--- src/rtl/core/lspc_pkg.sv ---
// Shared types, constants and the arctangent table of the polar to Cartesian unit.
package lspc_pkg;

   localparam int RANGE_BITS    = 18;
   localparam int INDEX_BITS    = 12;
   localparam int MAX_SAMPLES   = 4096;
   localparam int CORDIC_STAGES = 18;
   localparam int TABLE_LEN     = 24;
   localparam int NUM_CELLS     = (CORDIC_STAGES < TABLE_LEN) ? CORDIC_STAGES : TABLE_LEN;
   localparam int SHIFT_BITS    = 5;

   localparam int ANGLE_BITS    = 32;
   localparam int CSR_BITS      = 32;
   localparam int CSR_IDX_BITS  = 2;

   localparam int GAIN_BITS     = 30;
   localparam logic [GAIN_BITS-1:0] GAIN_Q30 = 30'd652032874;
   localparam int PROD_BITS     = RANGE_BITS + GAIN_BITS;
   localparam int X_SHIFT       = 14;
   localparam int FRAC_BITS     = 16;
   localparam int DATA_BITS     = RANGE_BITS + FRAC_BITS + 2;
   localparam int Z_BITS        = ANGLE_BITS + 2;
   localparam int POS_BITS      = RANGE_BITS + 1;

   localparam logic [RANGE_BITS-1:0] RANGE_MASK = {RANGE_BITS{1'b1}};

   typedef enum logic [CSR_IDX_BITS-1:0] {
      REG_ANGLE_START = 2'd0,
      REG_ANGLE_STEP  = 2'd1,
      REG_RANGE_LOWER = 2'd2,
      REG_RANGE_UPPER = 2'd3
   } csr_index_type;

   typedef struct packed {
      logic [ANGLE_BITS-1:0] angle_start;
      logic [ANGLE_BITS-1:0] angle_step;
      logic [RANGE_BITS-1:0] range_lower;
      logic [RANGE_BITS-1:0] range_upper;
   } cfg_type;

   typedef struct packed {
      logic signed [DATA_BITS-1:0] x;
      logic signed [DATA_BITS-1:0] y;
      logic signed [Z_BITS-1:0]    z;
      logic                        kept;
      logic [INDEX_BITS-1:0]       idx;
   } cord_type;

   function automatic logic signed [Z_BITS-1:0] atan_of(input logic [SHIFT_BITS-1:0] stage);
      logic signed [Z_BITS-1:0] value;
      unique case (stage)
         5'd0:  value = 34'sd536870912;
         5'd1:  value = 34'sd316933406;
         5'd2:  value = 34'sd167458907;
         5'd3:  value = 34'sd85004756;
         5'd4:  value = 34'sd42667331;
         5'd5:  value = 34'sd21354465;
         5'd6:  value = 34'sd10679838;
         5'd7:  value = 34'sd5340245;
         5'd8:  value = 34'sd2670163;
         5'd9:  value = 34'sd1335087;
         5'd10: value = 34'sd667544;
         5'd11: value = 34'sd333772;
         5'd12: value = 34'sd166886;
         5'd13: value = 34'sd83443;
         5'd14: value = 34'sd41722;
         5'd15: value = 34'sd20861;
         5'd16: value = 34'sd10430;
         5'd17: value = 34'sd5215;
         5'd18: value = 34'sd2608;
         5'd19: value = 34'sd1304;
         5'd20: value = 34'sd652;
         5'd21: value = 34'sd326;
         5'd22: value = 34'sd163;
         5'd23: value = 34'sd81;
         default: value = '0;
      endcase
      return value;
   endfunction

endpackage

--- src/rtl/core/lspc_req_if.sv ---
// Request channel interface: one range sample and its index within the scan.
interface lspc_req_if;
   logic                              valid;
   logic                              ready;
   logic [lspc_pkg::RANGE_BITS-1:0]   range_mm;
   logic [lspc_pkg::INDEX_BITS-1:0]   sample_index;

   modport source (output valid, output range_mm, output sample_index, input ready);
   modport sink (input valid, input range_mm, input sample_index, output ready);
endinterface

--- src/rtl/core/lspc_front.sv ---
// Front end: gain and angle products, then quadrant folding into the CORDIC start vector.
module lspc_front (
   input  logic                  clock,
   input  logic                  reset,
   lspc_req_if.sink              req_bus,
   input  lspc_pkg::cfg_type     cfg,
   output logic                  out_valid,
   output lspc_pkg::cord_type    out_data,
   input  logic                  out_ready
);

   logic                                           s1_valid_ff, s1_valid_in;
   logic [lspc_pkg::PROD_BITS-1:0]                 s1_prod_ff;
   logic [lspc_pkg::ANGLE_BITS-1:0]                s1_turn_ff;
   logic                                           s1_kept_ff;
   logic [lspc_pkg::INDEX_BITS-1:0]                s1_idx_ff;
   logic                                           s1_ready;

   logic                                           s2_valid_ff, s2_valid_in;
   lspc_pkg::cord_type                             s2_data_ff, s2_data_in;
   logic                                           s2_ready;

   logic [lspc_pkg::PROD_BITS-1:0]                 prod_full;
   logic [lspc_pkg::INDEX_BITS+lspc_pkg::ANGLE_BITS-1:0] turn_full;
   logic                                           kept_now;

   logic [lspc_pkg::ANGLE_BITS-1:0]                angle;
   logic [lspc_pkg::PROD_BITS:0]                   rnd_sum;
   logic signed [lspc_pkg::DATA_BITS-1:0]          x_mag;
   logic                                           flip;
   logic [lspc_pkg::ANGLE_BITS-1:0]                angle_fix;

   assign s2_ready      = !s2_valid_ff || out_ready;
   assign s1_ready      = !s1_valid_ff || s2_ready;
   assign req_bus.ready = s1_ready;

   assign prod_full = req_bus.range_mm * lspc_pkg::GAIN_Q30;
   assign turn_full = req_bus.sample_index * cfg.angle_step;
   assign kept_now  = (req_bus.range_mm > cfg.range_lower)
                   && (req_bus.range_mm < cfg.range_upper)
                   && (32'(req_bus.sample_index) < lspc_pkg::MAX_SAMPLES);

   assign s1_valid_in = s1_ready ? req_bus.valid : s1_valid_ff;

   always_ff @(posedge clock) begin
      if (reset) begin
         s1_valid_ff <= 1'b0;
      end else begin
         s1_valid_ff <= s1_valid_in;
      end
   end

   always_ff @(posedge clock) begin
      if (s1_ready && req_bus.valid) begin
         s1_prod_ff <= prod_full;
         s1_turn_ff <= turn_full[lspc_pkg::ANGLE_BITS-1:0];
         s1_kept_ff <= kept_now;
         s1_idx_ff  <= req_bus.sample_index;
      end
   end

   always_comb begin
      angle     = cfg.angle_start + s1_turn_ff;
      rnd_sum   = (lspc_pkg::PROD_BITS+1)'(s1_prod_ff)
                + (lspc_pkg::PROD_BITS+1)'(2 ** (lspc_pkg::X_SHIFT - 1));
      x_mag     = lspc_pkg::DATA_BITS'(rnd_sum[lspc_pkg::PROD_BITS:lspc_pkg::X_SHIFT]);
      flip      = angle[lspc_pkg::ANGLE_BITS-1] ^ angle[lspc_pkg::ANGLE_BITS-2];
      angle_fix = {angle[lspc_pkg::ANGLE_BITS-1] ^ flip, angle[lspc_pkg::ANGLE_BITS-2:0]};
      s2_data_in.x    = flip ? -x_mag : x_mag;
      s2_data_in.y    = '0;
      s2_data_in.z    = lspc_pkg::Z_BITS'(signed'(angle_fix));
      s2_data_in.kept = s1_kept_ff;
      s2_data_in.idx  = s1_idx_ff;
   end

   assign s2_valid_in = s2_ready ? s1_valid_ff : s2_valid_ff;

   always_ff @(posedge clock) begin
      if (reset) begin
         s2_valid_ff <= 1'b0;
      end else begin
         s2_valid_ff <= s2_valid_in;
      end
   end

   always_ff @(posedge clock) begin
      if (s2_ready && s1_valid_ff) begin
         s2_data_ff <= s2_data_in;
      end
   end

   assign out_valid = s2_valid_ff;
   assign out_data  = s2_data_ff;

endmodule

--- src/flat_wrapper.sv ---
// flat-port wrapper written by rule: the top's interface ports become plain ports
module lspc_front_flat 
  (clock, reset, cfg, out_valid, out_data, out_ready, req_bus_valid, req_bus_range_mm, req_bus_sample_index, req_bus_ready);
  lspc_req_if req_bus_i ();
  input  logic clock;
  input  logic reset;
  input  lspc_pkg::cfg_type cfg;
  output logic out_valid;
  output lspc_pkg::cord_type out_data;
  input  logic out_ready;
  input wire logic [$bits(req_bus_i.valid)-1:0] req_bus_valid;
  input wire logic [$bits(req_bus_i.range_mm)-1:0] req_bus_range_mm;
  input wire logic [$bits(req_bus_i.sample_index)-1:0] req_bus_sample_index;
  output wire logic [$bits(req_bus_i.ready)-1:0] req_bus_ready;
  assign req_bus_i.valid = req_bus_valid;
  assign req_bus_i.range_mm = req_bus_range_mm;
  assign req_bus_i.sample_index = req_bus_sample_index;
  assign req_bus_ready = req_bus_i.ready;
  lspc_front u_core (.clock(clock), .reset(reset), .req_bus(req_bus_i), .cfg(cfg), .out_valid(out_valid), .out_data(out_data), .out_ready(out_ready));
endmodule
--- config.mk ---
export PLATFORM = sky130hd
export DESIGN_NAME = lspc_front_flat
export DESIGN_NICKNAME = d
export VERILOG_FILES = /design/src/rtl/core/lspc_pkg.sv /design/src/rtl/core/lspc_req_if.sv /design/src/rtl/core/lspc_front.sv /design/src/flat_wrapper.sv
export SDC_FILE = /design/constraint.sdc
export NUM_CORES = 2
export LEC_CHECK = 0
export ABC_CLOCK_PERIOD_IN_PS = 7000
export BUFFER_PORTS_ARGS = -buffer_cell sky130_fd_sc_hd__buf_2
export CELL_PAD_IN_SITES_DETAIL_PLACEMENT = 0
export CELL_PAD_IN_SITES_GLOBAL_PLACEMENT = 1
export CORE_MARGIN = 2
export CORE_UTILIZATION = 44
export CTS_CLUSTER_SIZE = 10
export DETAILED_ROUTE_END_ITERATION = 10
export PLACE_DENSITY_LB_ADDON = 0.1
export SYNTH_ARGS = -nofsm -noshare
export SYNTH_HDL_FRONTEND = slang
export SYNTH_SLANG_ARGS = --single-unit
--- constraint.sdc ---
create_clock -name clock -period 7 [get_ports clock]
set_clock_uncertainty 0.05 [all_clocks]
set_input_delay 0.7 -clock clock [delete_from_list [all_inputs] [get_ports clock]]
set_output_delay 0.7 -clock clock [all_outputs]
set_load 0.05 [all_outputs]
==> metrics.csv <==
metric,value,unit
grt ovf,0,
I/O Pins,255,
remaining antenna violation count,0,
fraction of layout cells with a size suffix above 1,11.62,%
Crit. End Element,register,
Fin. Hold Viols,0,
RSZ-0062 raised after global routing,no,
CTS Buffer Depth,2,
Final Cycle Share,92.91,%
ys async rst share,0,%
setup TNS,0,ns
vias per std cell,4.959,
Die X,253.2,um
CTS buffer count,17,
vias in the first global route,20208,
status,completed,
Clock Latency Late Sink,0.48,ns
Synth-to-Final Area Change,10.53,%
total of max-cap violations,0,
largest net degree at the start of global routing,62,
initial DRC count,1028,
worst setup margin,0.4964,ns
distinct cell type count after synthesis,79,
Routed WL per cell,18.11,um
HPWL Detailed,61670,um
"Cell Area, Synth",0.02732,mm2
DRC viols,0,
data arrival time of the worst path,6.67,ns
Root Buffer,clkbuf_16,
Post-CTS Resized,0,
r2r setup slk,2.39,ns
pre-CTS setup slack,0.005119,ns
dominant cell by count in the synthesized netlist,inv_1,
measured slew at the worst slew-check pin,0.8837,ns
cell taking the most area after synthesis,fa_1,
initial antenna violation count,6,
die height,253.2,um
largest fanout on the critical path,3,
worst reg-to-reg path cell count,15,
post-synthesis register bit count,162,
H-Tree Depth,4,
antenna cell count,0,
die footprint,0.06409,mm2
hold buffers post-CTS,0,
min cycle time layout,6.504,ns
IO buf count,218,
gr usage total,22.97,%
Crit Reg-Reg Endpoint,u_core.out_data[103],
Worst Hold Depth,2,
final core occ,49.01,%
first-pass GRT wire length,112000,um
final wirelength,70950,um
GPL Wtd Cong,0.9635,
syn_area_per_cell,9.639,um2
post-synthesis sequential area ratio,17.74,%
crit path from,req_bus_range_mm[3],
multi-input combinational cell area,0.01958,mm2
postcts setup bufs,0,
Initial Utilization,44.35,%
Via Count,19423,
type of the worst setup path,in2reg,
warnings from Yosys,0,
Synth Instances,2834,
Critical Path RT,7.17,ns
Final setup viols,0,
FP Rows,91,
Final nets,3927,
drt first pass iters,5,
synth top area cells,"fa_1 33%, edfxtp_1 18%, ha_1 13%",
"Slew Viols, Final",0,
TritonCTS clock tree,yes,
CP startpoint kind,primary input,
"Primary FF master, synth",edfxtp_1,
Critical Path Sink,u_core.s1_prod_ff[46],
clk slew on worst S/H paths,0.07,ns
RR Startpoint,u_core.s1_turn_ff[0],
fillers,5895,
min-delay worst type,in2reg,
"EDFF count, synth",160,
core area,0.06160,mm2
area occupied by registers,0.004845,mm2
Commonest cells post-synth,"643 x inv_1, 446 x fa_1, 280 x ha_1, 279 x nand2_1, 160 x edfxtp_1",
Rel. slew slack,41.09,%
highest clock rate,153.8,MHz
clock sinks,162,
area share of the largest cell type after synthesis,32.69,%
cell families (layout without fill, tap and decap cells):
group                    after synthesis  count (layout)  share of synthesized area [%]
buffers and inverters                765             976                          11.15
adder cells (fa/ha/maj)              726             726                          45.51
AND/OR/NAND/NOR                      684             684                          12.26
AO/OA/AOI/OAI                        313             313                          7.430
XOR/XNOR                             178             178                          5.707
flip-flops                           162             162                          17.74
multiplexers                           5               5                         0.1924
other                                  1              36                        0.01373
layer usage:
metal	track usage, %	wire [um]	vias to the layer above
li1	-	-	9327
met1	33.30	34240	9611
met2	35.78	32000	413
met3	4.338	3512	60
met4	5.038	1128	12
met5	0	71	-
sequential cells by signal (all words and copies together), names as in the netlist:
name / count
u_core.out_data: 80
u_core.s1_kept_ff: 1
u_core.s1_idx_ff: 12
u_core.s1_turn_ff: 32
u_core.s1_prod_ff: 35
u_core.s1_valid_ff: 1
u_core.out_valid: 1
cell type report:
| cell class | count | area share [%] |
|---|---|---|
| inverters | 643 | 7.994 |
| well taps | 837 | 3.469 |
| flip-flops and latches | 162 | 16.05 |
| repair buffers | 301 | 5.678 |
| clock buffers | 17 | 1.409 |
| clock inverters | 15 | 0.5636 |
| multi-input cells | 1942 | 64.84 |
stage by stage:
| step | area, um2 | hold slack, ns | instances |
|---|---|---|---|
| final | 30190 | 0.3422 | 3917 |
| after global routing | 30190 | 0.3216 | 3917 |
| after CTS | 30190 | 0.3010 | 3917 |
| after detailed placement | 29600 | 0.3545 | 3885 |
| after global placement | 29600 | 0.3511 | 3885 |
| after floorplan | 27450 | 0.3503 | 2869 |
worst max-delay path, stage by stage:
cell and delay, ns:
buf_2 0.13, ha_1 0.30, inv_1 0.06, fa_1 0.54
inv_1 0.07, fa_1 0.52, inv_1 0.07, fa_1 0.55
fa_1 0.43, fa_1 0.50, inv_1 0.05, ha_1 0.29
and4_1 0.17, a21oi_1 0.13, o211ai_1 0.14, or4_1 0.48
a41oi_1 0.20, buf_4 0.15, a21o_1 0.14, o21ai_1 0.09
or4_1 0.43, a31o_2 0.27, a21oi_1 0.18, xnor2_1 0.09
cell usage in the layout (no fill, tap or decap), drive strengths merged, types with 54 or more instances in the layout:
cell    count
nand2     281
edfxtp    160
fa        446
a21oi      97
xnor2     130
ha        280
a21o       54
inv       651
and2      110
o21ai      56
nor2       84
nor3       56
buf       301
worst min path at each step:
stage | startpoint | slack, ns | endpoint
floorplan | u_core.s1_idx_ff[0] | 0.35 | u_core.out_data[0]
global placement | u_core.s1_idx_ff[8] | 0.35 | u_core.out_data[8]
detailed placement | u_core.s1_idx_ff[7] | 0.35 | u_core.out_data[7]
CTS | reset | 0.30 | u_core.out_valid
global route | reset | 0.32 | u_core.out_valid
finish | reset | 0.34 | u_core.out_valid
Power is not shown: default switching activity piles up to over one toggle a cycle in this logic, so the estimate is an artifact.
