[src/rtl/core/lspc_pkg.sv]
// Shared types, constants and the arctangent table of the polar to Cartesian unit.
package lspc_pkg;

   localparam int RANGE_BITS    = 18;
   localparam int INDEX_BITS    = 12;
   localparam int MAX_SAMPLES   = 4096;
   localparam int CORDIC_STAGES = 18;
   localparam int TABLE_LEN     = 24;
   localparam int NUM_CELLS     = (CORDIC_STAGES < TABLE_LEN) ? CORDIC_STAGES : TABLE_LEN;
   localparam int SHIFT_BITS    = 5;

   localparam int ANGLE_BITS    = 32;
   localparam int CSR_BITS      = 32;
   localparam int CSR_IDX_BITS  = 2;

   localparam int GAIN_BITS     = 30;
   localparam logic [GAIN_BITS-1:0] GAIN_Q30 = 30'd652032874;
   localparam int PROD_BITS     = RANGE_BITS + GAIN_BITS;
   localparam int X_SHIFT       = 14;
   localparam int FRAC_BITS     = 16;
   localparam int DATA_BITS     = RANGE_BITS + FRAC_BITS + 2;
   localparam int Z_BITS        = ANGLE_BITS + 2;
   localparam int POS_BITS      = RANGE_BITS + 1;

   localparam logic [RANGE_BITS-1:0] RANGE_MASK = {RANGE_BITS{1'b1}};

   typedef enum logic [CSR_IDX_BITS-1:0] {
      REG_ANGLE_START = 2'd0,
      REG_ANGLE_STEP  = 2'd1,
      REG_RANGE_LOWER = 2'd2,
      REG_RANGE_UPPER = 2'd3
   } csr_index_type;

   typedef struct packed {
      logic [ANGLE_BITS-1:0] angle_start;
      logic [ANGLE_BITS-1:0] angle_step;
      logic [RANGE_BITS-1:0] range_lower;
      logic [RANGE_BITS-1:0] range_upper;
   } cfg_type;

   typedef struct packed {
      logic signed [DATA_BITS-1:0] x;
      logic signed [DATA_BITS-1:0] y;
      logic signed [Z_BITS-1:0]    z;
      logic                        kept;
      logic [INDEX_BITS-1:0]       idx;
   } cord_type;

   function automatic logic signed [Z_BITS-1:0] atan_of(input logic [SHIFT_BITS-1:0] stage);
      logic signed [Z_BITS-1:0] value;
      unique case (stage)
         5'd0:  value = 34'sd536870912;
         5'd1:  value = 34'sd316933406;
         5'd2:  value = 34'sd167458907;
         5'd3:  value = 34'sd85004756;
         5'd4:  value = 34'sd42667331;
         5'd5:  value = 34'sd21354465;
         5'd6:  value = 34'sd10679838;
         5'd7:  value = 34'sd5340245;
         5'd8:  value = 34'sd2670163;
         5'd9:  value = 34'sd1335087;
         5'd10: value = 34'sd667544;
         5'd11: value = 34'sd333772;
         5'd12: value = 34'sd166886;
         5'd13: value = 34'sd83443;
         5'd14: value = 34'sd41722;
         5'd15: value = 34'sd20861;
         5'd16: value = 34'sd10430;
         5'd17: value = 34'sd5215;
         5'd18: value = 34'sd2608;
         5'd19: value = 34'sd1304;
         5'd20: value = 34'sd652;
         5'd21: value = 34'sd326;
         5'd22: value = 34'sd163;
         5'd23: value = 34'sd81;
         default: value = '0;
      endcase
      return value;
   endfunction

endpackage

[src/rtl/core/lspc_rsp_if.sv]
// Response channel interface: one Cartesian point with its kept flag and index.
interface lspc_rsp_if;
   logic                              valid;
   logic                              ready;
   logic signed [lspc_pkg::POS_BITS-1:0] pos_x;
   logic signed [lspc_pkg::POS_BITS-1:0] pos_y;
   logic                              point_kept;
   logic [lspc_pkg::INDEX_BITS-1:0]   index_echo;

   modport source (output valid, output pos_x, output pos_y, output point_kept,
                   output index_echo, input ready);
   modport sink (input valid, input pos_x, input pos_y, input point_kept,
                 input index_echo, output ready);
endinterface

[src/rtl/core/lspc_back.sv]
// Back end: rounds and saturates the rotated vector into the response register.
module lspc_back (
   input  logic                  clock,
   input  logic                  reset,
   input  logic                  in_valid,
   input  lspc_pkg::cord_type    in_data,
   output logic                  in_ready,
   lspc_rsp_if.source            rsp_bus
);

   localparam logic signed [lspc_pkg::DATA_BITS:0] ROUND_HALF =
      (lspc_pkg::DATA_BITS+1)'(2 ** (lspc_pkg::FRAC_BITS - 1));
   localparam logic signed [lspc_pkg::DATA_BITS:0] POS_LIMIT =
      (lspc_pkg::DATA_BITS+1)'(2 ** lspc_pkg::RANGE_BITS - 1);

   logic                                   valid_ff, valid_in;
   logic signed [lspc_pkg::POS_BITS-1:0]   pos_x_ff, pos_x_in;
   logic signed [lspc_pkg::POS_BITS-1:0]   pos_y_ff, pos_y_in;
   logic                                   kept_ff;
   logic [lspc_pkg::INDEX_BITS-1:0]        idx_ff;

   function automatic logic signed [lspc_pkg::POS_BITS-1:0] to_pos(
      input logic signed [lspc_pkg::DATA_BITS-1:0] v);
      logic signed [lspc_pkg::DATA_BITS:0] sum;
      logic signed [lspc_pkg::DATA_BITS:0] rnd;
      logic signed [lspc_pkg::DATA_BITS:0] sat;
      sum = (lspc_pkg::DATA_BITS+1)'(v) + ROUND_HALF;
      rnd = sum >>> lspc_pkg::FRAC_BITS;
      if (rnd > POS_LIMIT) begin
         sat = POS_LIMIT;
      end else if (rnd < -POS_LIMIT) begin
         sat = -POS_LIMIT;
      end else begin
         sat = rnd;
      end
      return sat[lspc_pkg::POS_BITS-1:0];
   endfunction

   assign in_ready = !valid_ff || rsp_bus.ready;
   assign pos_x_in = to_pos(in_data.x);
   assign pos_y_in = to_pos(in_data.y);
   assign valid_in = in_ready ? in_valid : valid_ff;

   always_ff @(posedge clock) begin
      if (reset) begin
         valid_ff <= 1'b0;
      end else begin
         valid_ff <= valid_in;
      end
   end

   always_ff @(posedge clock) begin
      if (in_ready && in_valid) begin
         pos_x_ff <= pos_x_in;
         pos_y_ff <= pos_y_in;
         kept_ff  <= in_data.kept;
         idx_ff   <= in_data.idx;
      end
   end

   assign rsp_bus.valid      = valid_ff;
   assign rsp_bus.pos_x      = pos_x_ff;
   assign rsp_bus.pos_y      = pos_y_ff;
   assign rsp_bus.point_kept = kept_ff;
   assign rsp_bus.index_echo = idx_ff;

endmodule

[src/flat_wrapper.sv]
// flat-port wrapper written by rule: the top's interface ports become plain ports
module lspc_back_flat 
  (clock, reset, in_valid, in_data, in_ready, rsp_bus_valid, rsp_bus_pos_x, rsp_bus_pos_y, rsp_bus_point_kept, rsp_bus_index_echo, rsp_bus_ready);
  lspc_rsp_if rsp_bus_i ();
  input  logic clock;
  input  logic reset;
  input  logic in_valid;
  input  lspc_pkg::cord_type in_data;
  output logic in_ready;
  output wire logic [$bits(rsp_bus_i.valid)-1:0] rsp_bus_valid;
  output wire logic [$bits(rsp_bus_i.pos_x)-1:0] rsp_bus_pos_x;
  output wire logic [$bits(rsp_bus_i.pos_y)-1:0] rsp_bus_pos_y;
  output wire logic [$bits(rsp_bus_i.point_kept)-1:0] rsp_bus_point_kept;
  output wire logic [$bits(rsp_bus_i.index_echo)-1:0] rsp_bus_index_echo;
  input wire logic [$bits(rsp_bus_i.ready)-1:0] rsp_bus_ready;
  assign rsp_bus_valid = rsp_bus_i.valid;
  assign rsp_bus_pos_x = rsp_bus_i.pos_x;
  assign rsp_bus_pos_y = rsp_bus_i.pos_y;
  assign rsp_bus_point_kept = rsp_bus_i.point_kept;
  assign rsp_bus_index_echo = rsp_bus_i.index_echo;
  assign rsp_bus_i.ready = rsp_bus_ready;
  lspc_back u_core (.clock(clock), .reset(reset), .in_valid(in_valid), .in_data(in_data), .in_ready(in_ready), .rsp_bus(rsp_bus_i));
endmodule
[config.mk]
export PLATFORM = sky130hd
export DESIGN_NAME = lspc_back_flat
export DESIGN_NICKNAME = d
export VERILOG_FILES = /design/src/rtl/core/lspc_pkg.sv /design/src/rtl/core/lspc_rsp_if.sv /design/src/rtl/core/lspc_back.sv /design/src/flat_wrapper.sv
export SDC_FILE = /design/constraint.sdc
export NUM_CORES = 1
export LEC_CHECK = 0
export ABC_AREA = 1
export BUFFER_PORTS_ARGS = -buffer_cell sky130_fd_sc_hd__buf_2
export CAP_MARGIN = 20
export CELL_PAD_IN_SITES_DETAIL_PLACEMENT = 0
export CELL_PAD_IN_SITES_GLOBAL_PLACEMENT = 2
export CORE_UTILIZATION = 25
export CTS_CLUSTER_SIZE = 28
export DETAILED_ROUTE_END_ITERATION = 8
export PLACE_DENSITY = 0.88
export SETUP_SLACK_MARGIN = 0.3
export SYNTH_ARGS = -nofsm -noshare
export SYNTH_HDL_FRONTEND = slang
export SYNTH_SLANG_ARGS = --single-unit
export TNS_END_PERCENT = 10
[constraint.sdc]
create_clock -name clock -period 7.05 [get_ports clock]
set_clock_uncertainty 0.15 [all_clocks]
set_input_delay 1.41 -clock clock [delete_from_list [all_inputs] [get_ports clock]]
set_output_delay 1.41 -clock clock [all_outputs]
set_load 0.01 [all_outputs]
==> summary.txt, run 1 <==
Status
  • Status: finished, final reports clean

Clock network
  • Clock transition at path regs: 60 ps
  • CTS H-tree depth: 2
  • Clock Path Buffers: 2
  • Post-cts resize count: 0
  • CTS tree: built
  • Post-CTS Repair Setup Buffers: 0
  • Clk sink count: 52
  • # hold bufs at CTS: 0
  • CTS root buffer: clkbuf_16
  • Num CTS Buffers: 5
  • Insertion delay to the later sink of the worst-skew pair: 280 ps

Pwr
  • Internal power: 0.582 mW
  • Power share of the sequential group: 0.473
  • Comb power frac: 0.171
  • Sw frac: 0.258
  • Sw Pwr: 0.202 mW
  • Worst VDD drop: 84.4 uV
  • Pwr Density: 188 nW/um2
  • Part of the power in the clock network: 0.356
  • Leakage: 2.01 nW

Drt
  • Router iterations before antenna repair: 4
  • Post-DR wirelength/cell: 11.5 um
  • Met2 WL: 3660 um
  • Vias per cell: 4.31
  • DRC violations left: 0
  • Initial DRC count: 168
  • Wirelength, routed: 8250 um
  • Metal-1 WL: 3920 um
  • Metal3 WL: 519 um
  • Routed via count: 3,094
  • Uppermost layer routed: met4
  • Post-route ant nets: 0

Finish
  • Nets: 670
  • Fillers: 1,405
  • Layout cell share with drive strength beyond 1: 0.258
  • Area delta synth->final: 27.9%
  • Diodes inserted: 0

Global route
  • Initial antenna violation count: 0
  • Number of global-route vias before repair: 2,700
  • Gr usage total: 0.123
  • GRT overflow: 0
  • Largest net degree at the start of global routing: 52
  • Global-route wire length before repair: 12,800 um

STA
  • Setup_tns: 0 ps
  • Relative slew slack: 0.566
  • Fin. Hold Viols: 0
  • Fmax: 295 MHz
  • Slew Limit Fails: 0
  • Final setup vio count: 0
  • RSZ-0062 raised after global routing: no
  • Worst hold slack: 399 ps
  • Min Tclk post-route: 3390 ps
  • Final period util: 0.481
  • Slew @ Worst Pin: 651 ps

Worst setup path
  • CP Max Fanout: 2
  • Crit path capture type: output pin
  • FF-to-FF setup slack: 5500 ps
  • WP data arrival: 1830 ps
  • Worst EP required: 5490 ps
  • Startpoint types: input port
  • Worst Setup Path Type: input port to output pin

Worst hold path
  • Worst min-delay path class: flop to flop

Placed design
  • GPL Wtd Cong: 0.828
  • Number of port buffers: 111
  • Post-DP HPWL: 6770 um

Logic synthesis
  • EDFF count, synth: 51
  • Register area share after synthesis: 0.475
  • Post-synth ARST share: 0
  • Syn Inst Count: 431
  • Avg Cell Area, Syn: 7.58 um2
  • Most frequent cells after synthesis: 170 x nand2_1, 55 x inv_1, 51 x edfxtp_1, 48 x nor2_1, 26 x nand3_1
  • Yosys reg bits: 52
  • Synth warn: 0
  • Synth area leader: edfxtp_1
  • Synth top area share: 0.469
  • Top cells by area, synth: edfxtp_1 47%, nand2_1 20%, inv_1 6.3%, nor2_1 5.5%, nand3_1 4.0%
  • Most numerous cell in the Yosys netlist: nand2_1
  • Netlist cell types: 26
  • Synth Cell Area: 3270 um2
  • Synth Flop Type: edfxtp_1
  • Mapped Nets: 556

Floorplanning
  • Core Area: 12,700 um2
  • Row cnt: 41
  • Die height: 116 um
  • Die Wd: 116 um
  • Die area: 13,500 um2
  • Initial Util: 0.258
  • IO Count: 176

Job
  • Max-Cap Viols: 0
flip-flops by register name (all words and copies together) (netlist names):
name                       cells
u_core.rsp_bus.valid           1
u_core.rsp_bus.index_echo     12
u_core.rsp_bus.pos_y          19
u_core.rsp_bus.pos_x          19
u_core.rsp_bus.point_kept      1
cells by family after synthesis:
kind of cell               Yosys count  share of synthesized area
adders and majority gates            2                    0.00766
and+or+nand+nor                    292                      0.389
xor gates and xnor gates             9                     0.0241
buffers and inverters               62                     0.0808
DFF                                 52                      0.475
AOI/OAI and AO/OA                   14                     0.0230
power groups by stage:
stage	registers [mW]	logic [mW]	clock network [mW]
finish	0.371	0.134	0.280
global route	0.373	0.153	0.299
CTS	0.371	0.136	0.289
detailed placement	0.378	0.135	0
global placement	0.377	0.134	0
floorplan	0.391	0.0649	0
path summary, 6_finish.rpt:
check | from | endpoint | cells after the start
setup / recovery | rsp_bus_ready | in_ready | 4
hold / removal | u_core.rsp_bus.valid | u_core.rsp_bus.valid | 2
setup reg to reg | u_core.rsp_bus.valid | u_core.rsp_bus.pos_y[1] | 2
hold reg to reg | u_core.rsp_bus.valid | u_core.rsp_bus.valid | 2
cell usage in the layout (no fill, tap or decap), types with 3 or more instances in the layout:
cell type | Yosys | layout
nand3b_1 | 3 | 3
o21ai_0 | 6 | 6
nor2_4 | 3 | 3
edfxtp_1 | 51 | 51
xor2_1 | 8 | 8
nor2_1 | 48 | 48
nand2_1 | 170 | 170
inv_1 | 55 | 55
nor3_1 | 6 | 6
clkbuf_16 | 0 | 5
nor2_2 | 6 | 6
o21ai_1 | 4 | 4
nand2_2 | 6 | 6
nand3_1 | 26 | 26
nand4_1 | 20 | 20
buf_2 | 1 | 111
per-layer routing:
metal,GRT usage,up-vias
li1,-,1613
met1,0.173,1355
met2,0.191,114
met3,0.0171,12
met4,0.0444,0
met5,0,-
metrics by stage:
| stage | setup WS [ps] | power (mW) | utilization | area [um2] | cells |
|---|---|---|---|---|---|
| after floorplan | 2490 | 0.456 | - | 3270 | 431 |
| after global placement | 3490 | 0.512 | 0.316 | 4010 | 710 |
| after CTS | 3660 | 0.796 | 0.330 | 4180 | 718 |
| final | 3660 | 0.784 | 0.330 | 4180 | 718 |
| after global routing | 3610 | 0.825 | 0.330 | 4180 | 718 |
| after detailed placement | 3450 | 0.514 | 0.316 | 4010 | 710 |
worst max-delay path: stages:
cell and delay (ps):
buf_2 100, inv_1 90, nand2_1 80, buf_2 140
area by class of cell:
class / count / area [um2] / share of cell area
clock buffers: 5 / 125 / 0.0300
clock inverters: 3 / 46.3 / 0.0111
inverters: 57 / 214 / 0.0512
multi-input cells: 317 / 1460 / 0.350
flip-flops and latches: 52 / 1550 / 0.371
well taps: 172 / 215 / 0.0515
repair buffers: 112 / 563 / 0.135
No activity file was read; power rests on OpenSTA's default activity.
==> run 2, diff against run 1 <==
- CORE_UTILIZATION: 25 -> 23
- PLACE_DENSITY: 0.88 -> 0.82
- clock period: 7.05 -> 3.25 ns (I/O delays scaled with it)
==> summary.txt, run 2 (synthesis results as in run 1) <==
Worst setup path
  • CP Max Fanout: 18 (+16)
  • Cell repeated most along the worst path: nand2_1
  • Startpoint types: input port
  • Worst path slowest cell: nand2_1
  • WP data arrival: 2350 ps (+520 ps)
  • CP bufs+invs: 2 (-1)
  • Crit path largest cell delay: 400 ps (+260 ps)
  • Worst EP required: 3130 ps (-2360 ps)
  • Worst Setup Path Type: input port to flop
  • Critical-path cell list: buf_2 > ha_1 > nand2_1 > nor2_4 > nand2_2 > inv_1 > nand3_1 > xor2_1 > nand2_1 > nand2_1 > nand2_1
  • Critical path's top delay family: simple AND/OR/NAND/NOR gates
  • Crit path capture type: flop

Global route
  • Gr usage total: 0.117 (-0.00533)
  • Global-route wire length before repair: 13,400 um (+4.2%)
  • Largest net degree at the start of global routing: 37 (-29%)
  • GRT overflow: 0 (unchanged)
  • Initial antenna violation count: 0 (unchanged)
  • Number of global-route vias before repair: 2,758 (+2.1%)

Pwr
  • Comb power frac: 0.180 (+0.009)
  • Internal power: 1.19 mW (+100%)
  • Total power draw: 1.65 mW (+110%)
  • Power share of the sequential group: 0.488 (+0.015)
  • Sw frac: 0.276 (+0.0184)
  • Pwr Density: 393 nW/um2 (+110%)
  • Sw Pwr: 0.455 mW (+120%)
  • Leakage: 2.01 nW (about the same)
  • Worst VDD drop: 213 uV (+150%)
  • Part of the power in the clock network: 0.332 (-0.024)

Placed design
  • DP Worst Slack: 474 ps (-2980 ps)
  • Post-placement cell count: 719 (+1.3%)
  • Number of port buffers: 111 (unchanged)
  • GPL Wtd Cong: 0.811 (-2.0%)
  • Post-DP HPWL: 7010 um (+3.5%)

Drt
  • Post-route ant nets: 0 (unchanged)
  • Routed via count: 3,065 (-0.94%)
  • Post-DR wirelength/cell: 11.6 um (+0.82%)
  • Router iterations before antenna repair: 4 (unchanged)
  • DRC violations left: 0 (unchanged)
  • Vias per cell: 4.22 (-2.2%)
  • Initial DRC count: 132 (-21%)
  • Wirelength, routed: 8420 um (+2.1%)

Clock network
  • Num CTS Buffers: 5 (unchanged)
  • # hold bufs at CTS: 0 (unchanged)
  • CTS root buffer: clkbuf_16
  • Clock transition at path regs: 70 ps (about the same)
  • Post-cts resize count: 0 (unchanged)
  • Clock Path Buffers: 2 (unchanged)
  • Post-CTS Repair Setup Buffers: 0 (unchanged)
  • Insertion delay to the later sink of the worst-skew pair: 290 ps (about the same)
  • CTS tree: built
  • Clk sink count: 52 (unchanged)
  • CTS H-tree depth: 2 (unchanged)

Floorplanning
  • IO Count: 176 (unchanged)
  • Core Area: 13,900 um2 (+9.5%)
  • Die area: 14,700 um2 (+8.5%)
  • Die Wd: 121 um (+4.2%)
  • Initial Util: 0.235 (-0.0225)
  • Die height: 121 um (+4.2%)
  • Row cnt: 43 (+4.9%)

Worst hold path
  • Worst min-delay path class: input port to flop

STA
  • Fin. Hold Viols: 0 (unchanged)
  • Slack of the critical path: 779 ps (-2880 ps)
  • Final setup vio count: 0 (unchanged)
  • Slew @ Worst Pin: 560 ps (-90.3 ps)
  • Fmax: 405 MHz
  • Final period util: 0.760
  • Relative slew slack: 0.626 (+0.0594)
  • Min Tclk post-route: 2470 ps
  • Slew Limit Fails: 0 (unchanged)
  • RSZ-0062 raised after global routing: no
  • Setup_tns: 0 ps (unchanged)

Finish
  • Commonest non-fill, non-tap cell in the layout: nand2_1
  • Area delta synth->final: 28.2%
  • Nets: 671 (+0.15%)
  • Fillers: 1,541 (+9.7%)
  • Final std cells w/o fill: 727 (+1.3%)
  • Most frequent cells in the layout: 170 x nand2_1, 111 x buf_2, 55 x inv_1
  • Layout cell share with drive strength beyond 1: 0.260 (+0.00136)
  • Diodes inserted: 0 (unchanged)

Job
  • Max-Cap Viols: 0 (unchanged)

Status
  • Status: finished, final reports clean
## run 2: per-stage QoR
step                 util  cell area, um2  hold WS [ps]
floorplan               -            3270           440
global placement    0.291            4040           365
detailed placement  0.291            4040           383
CTS                 0.302            4190           338
global route        0.302            4190           344
finish              0.302            4190           349
## run 2: cell type report
type | instances | area (um2) | area share
inverter | 57 | 214 | 0.0511
tap | 180 | 225 | 0.0538
clock buffer | 5 | 125 | 0.0299
timing repair buffer | 113 | 583 | 0.139
sequential | 52 | 1550 | 0.370
clock inverter | 3 | 27.5 | 0.00657
multi-input combinational | 317 | 1460 | 0.349
## run 2: path summary, 6_finish.rpt
path,startpoint,end,slack [ps],depth (start not counted)
worst max-delay path,in_data[62],u_core.rsp_bus.pos_y[5],780,11
worst min-delay path,reset,u_core.rsp_bus.valid,350,2
worst max register to register,u_core.rsp_bus.valid,u_core.rsp_bus.pos_x[18],1650,2
worst min register to register,u_core.rsp_bus.valid,u_core.rsp_bus.valid,390,2
## run 2: metal layers
layer	GRT usage	share of wire	vias to the layer above
met5	0	0	-
met4	0.0455	0.017	0
met3	0.0160	0.040	7
met2	0.181	0.44	83
met1	0.165	0.50	1364
li1	-	-	1611
## run 2: worst reg2reg max path: stages, from the launching register on
cell,delay (ps)
dfxtp_1,350
a21oi_4,490
buf_12,300
## run 2: power groups by stage
stage	clock network, mW	logic (mW)	registers [mW]
6_report	0.547	0.296	0.804
2_1_floorplan	0	0.141	0.846
5_1_grt	0.594	0.335	0.808
3_3_place_gp	0	0.297	0.819
3_5_place_dp	0	0.300	0.820
4_1_cts	0.569	0.301	0.805
==> run 3, diff against run 2 <==
- clock period: 3.25 -> 2.4 ns (I/O delays scaled with it)
==> summary.txt, run 3 (synthesis results as in run 1) <==
Finish
  • Layout cell share with drive strength beyond 1: 0.382 (+0.122)
  • Area delta synth->final: 48.2%
  • Commonest non-fill, non-tap cell in the layout: nand2_1
  • Sequential standard cell area: 1550 um2 (unchanged)
  • Fillers: 1,534 (-0.45%)
  • Nets: 716 (+6.7%)
  • Final core occ: 0.349 (+0.0470)
  • Footprint of the multi-input gates: 1740 um2 (+19%)
  • Diodes inserted: 0 (unchanged)
  • Most frequent cells in the layout: 148 x nand2_1, 106 x buf_2, 55 x inv_1

Worst setup path
  • Cell repeated most along the worst path: nand2_2
  • Setup crit start: in_data[62]
  • Worst EP required: 2300 ps (-830 ps)
  • CP Max Fanout: 6 (-12)
  • Crit path largest cell delay: 180 ps (-220 ps)
  • Worst Reg-to-Reg Cells: 2 (unchanged)
  • Critical-path cell list: buf_8 > ha_4 > nand2_4 > nor2_4 > nand2_2 > nand2_2 > nand2_2 > nor2_4 > nand3_2 > nor2_1 > nand3_1 > nand2_4 > nand2_4 > nand2_2 > nand2_2
  • Reg2reg end: u_core.rsp_bus.pos_x[13]
  • Worst setup path endpoint: u_core.rsp_bus.pos_y[12]
  • Worst path slowest cell: nor2_4
  • Crit path capture type: flop
  • FF-to-FF setup slack: 1100 ps (-550 ps)
  • Startpoint types: input port
  • WP data arrival: 2030 ps (-320 ps)
  • Worst Setup Path Type: input port to flop
  • R2R Path Start: u_core.rsp_bus.valid

Pwr
  • Sw frac: 0.269 (-0.00745)
  • Total power draw: 2.43 mW (+47%)
  • Worst VDD drop: 352 uV (+65%)
  • Leakage: 2.29 nW (+14%)
  • Part of the power in the clock network: 0.341 (+0.009)
  • Power share of the sequential group: 0.448 (-0.040)
  • Sw Pwr: 0.653 mW (+43%)
  • Comb power frac: 0.210 (+0.030)
  • Internal power: 1.77 mW (+49%)
  • Pwr Density: 501 nW/um2 (+28%)

Global route
  • GRT overflow: 0 (unchanged)
  • GR peak layer: met2
  • Largest net degree at the start of global routing: 52 (+41%)
  • Initial antenna violation count: 0 (unchanged)
  • Routing usage on met1: 0.174 (+0.00920)
  • GR Util met2: 0.222 (+0.0407)
  • Gr usage total: 0.130 (+0.0124)
  • Met3 usage: 0.00940 (-0.00658)
  • Global-route wire length before repair: 14,900 um (+12%)
  • Number of global-route vias before repair: 3,013 (+9.2%)

Clock network
  • Num CTS Buffers: 5 (unchanged)
  • Insertion delay to the later sink of the worst-skew pair: 290 ps (about the same)
  • Clock transition at path regs: 70 ps (about the same)
  • CTS H-tree depth: 2 (unchanged)
  • Clock Path Buffers: 2 (unchanged)
  • CTS root buffer: clkbuf_16
  • # hold bufs at CTS: 0 (unchanged)
  • Clk sink count: 52 (unchanged)
  • CTS tree: built

STA
  • Slew Limit Fails: 0 (unchanged)
  • RSZ-0062 raised after global routing: yes
  • Fin. Hold Viols: 0 (unchanged)
  • Relative slew slack: 0.725 (+0.0999)
  • Final setup vio count: 0 (unchanged)
  • Slew @ Worst Pin: 409 ps (-152 ps)
  • Fmax: 470 MHz
  • Setup_tns: 0 ps (unchanged)
  • Min Tclk post-route: 2130 ps
  • Final period util: 0.886

Floorplanning
  • Die area: 14,700 um2 (unchanged)
  • Initial Util: 0.235 (unchanged)
  • Core Area: 13,900 um2 (unchanged)
  • Row cnt: 43 (unchanged)
  • IO Count: 176 (unchanged)
  • Die height: 121 um (unchanged)
  • Die Wd: 121 um (unchanged)

Drt
  • Routed via count: 3,290 (+7.3%)
  • DRC violations left: 0 (unchanged)
  • Post-DR wirelength/cell: 12.2 um (+5.7%)
  • Post-route ant nets: 0 (unchanged)
  • Router iterations before antenna repair: 6 (+2)
  • Vias per cell: 4.26 (+1.1%)
  • Initial DRC count: 134 (+1.5%)
  • Wirelength, routed: 9460 um (+12%)

Placed design
  • Post-DP HPWL: 7310 um (+4.4%)
  • Number of port buffers: 111 (unchanged)
  • GPL Wtd Cong: 0.837 (+3.2%)

Job
  • Max-Cap Viols: 0 (unchanged)

Worst hold path
  • Worst min-delay path class: input port to flop

Status
  • Status: finished, final reports clean
[run 3: what timing repair did]
action,in CTS,in global routing
setup buffers,7,1
pin swaps,26,15
hold endpoints to repair,0,0
endpoints found under the setup margin,36,36
gates resized for setup,51,22
gates cloned,5,0
[run 3: worst max-delay path, delay by kind of cell]
kind	cells	cell delay, ps
simple gates	13	1330
fa+ha+maj	1	150
buf+inv	1	80
[run 3: metal layers]
layer  routed length (um)  vias up  part of all wire
met4                  102        0             0.011
li1                     -     1712                 -
met2                 4540       87              0.48
met5                    0        -                 0
met3                  348        7             0.037
met1                 4470     1484              0.47
[run 3: power by group through the flow]
| stage | clock network, mW | registers, mW | logic (mW) |
|---|---|---|---|
| detailed placement | 0 | 1.11 | 0.447 |
| global route | 0.876 | 1.09 | 0.568 |
| CTS | 0.861 | 1.09 | 0.502 |
| finish | 0.828 | 1.09 | 0.511 |
| global placement | 0 | 1.11 | 0.443 |
| floorplan | 0 | 1.15 | 0.192 |
[run 3: worst min-delay path by stage]
stage | slack, ps | endpoint | cells past startpoint | from
5_1_grt | 180 | u_core.rsp_bus.valid | 2 | reset
4_1_cts | 170 | u_core.rsp_bus.valid | 2 | reset
2_1_floorplan | 400 | u_core.rsp_bus.valid | 1 | reset
3_3_place_gp | 360 | u_core.rsp_bus.valid | 2 | u_core.rsp_bus.valid
3_5_place_dp | 380 | u_core.rsp_bus.valid | 2 | u_core.rsp_bus.valid
6_report | 180 | u_core.rsp_bus.valid | 2 | reset
[run 3: area by class of cell]
type | instances | share of cell area
well taps | 180 | 0.0465
inverters | 57 | 0.0442
multi-input cells | 322 | 0.360
clock inverters | 3 | 0.00879
repair buffers | 153 | 0.194
clock buffers | 5 | 0.0259
flip-flops and latches | 52 | 0.321
[run 3: through the flow]
step	std cells	hold WS (ps)	cell area, um2	setup slack (ps)
2_1_floorplan	431	399	3280	207
5_1_grt	772	181	4840	161
4_1_cts	771	172	4750	257
3_3_place_gp	751	357	4290	-148
6_report	772	183	4840	273
3_5_place_dp	751	378	4290	-181
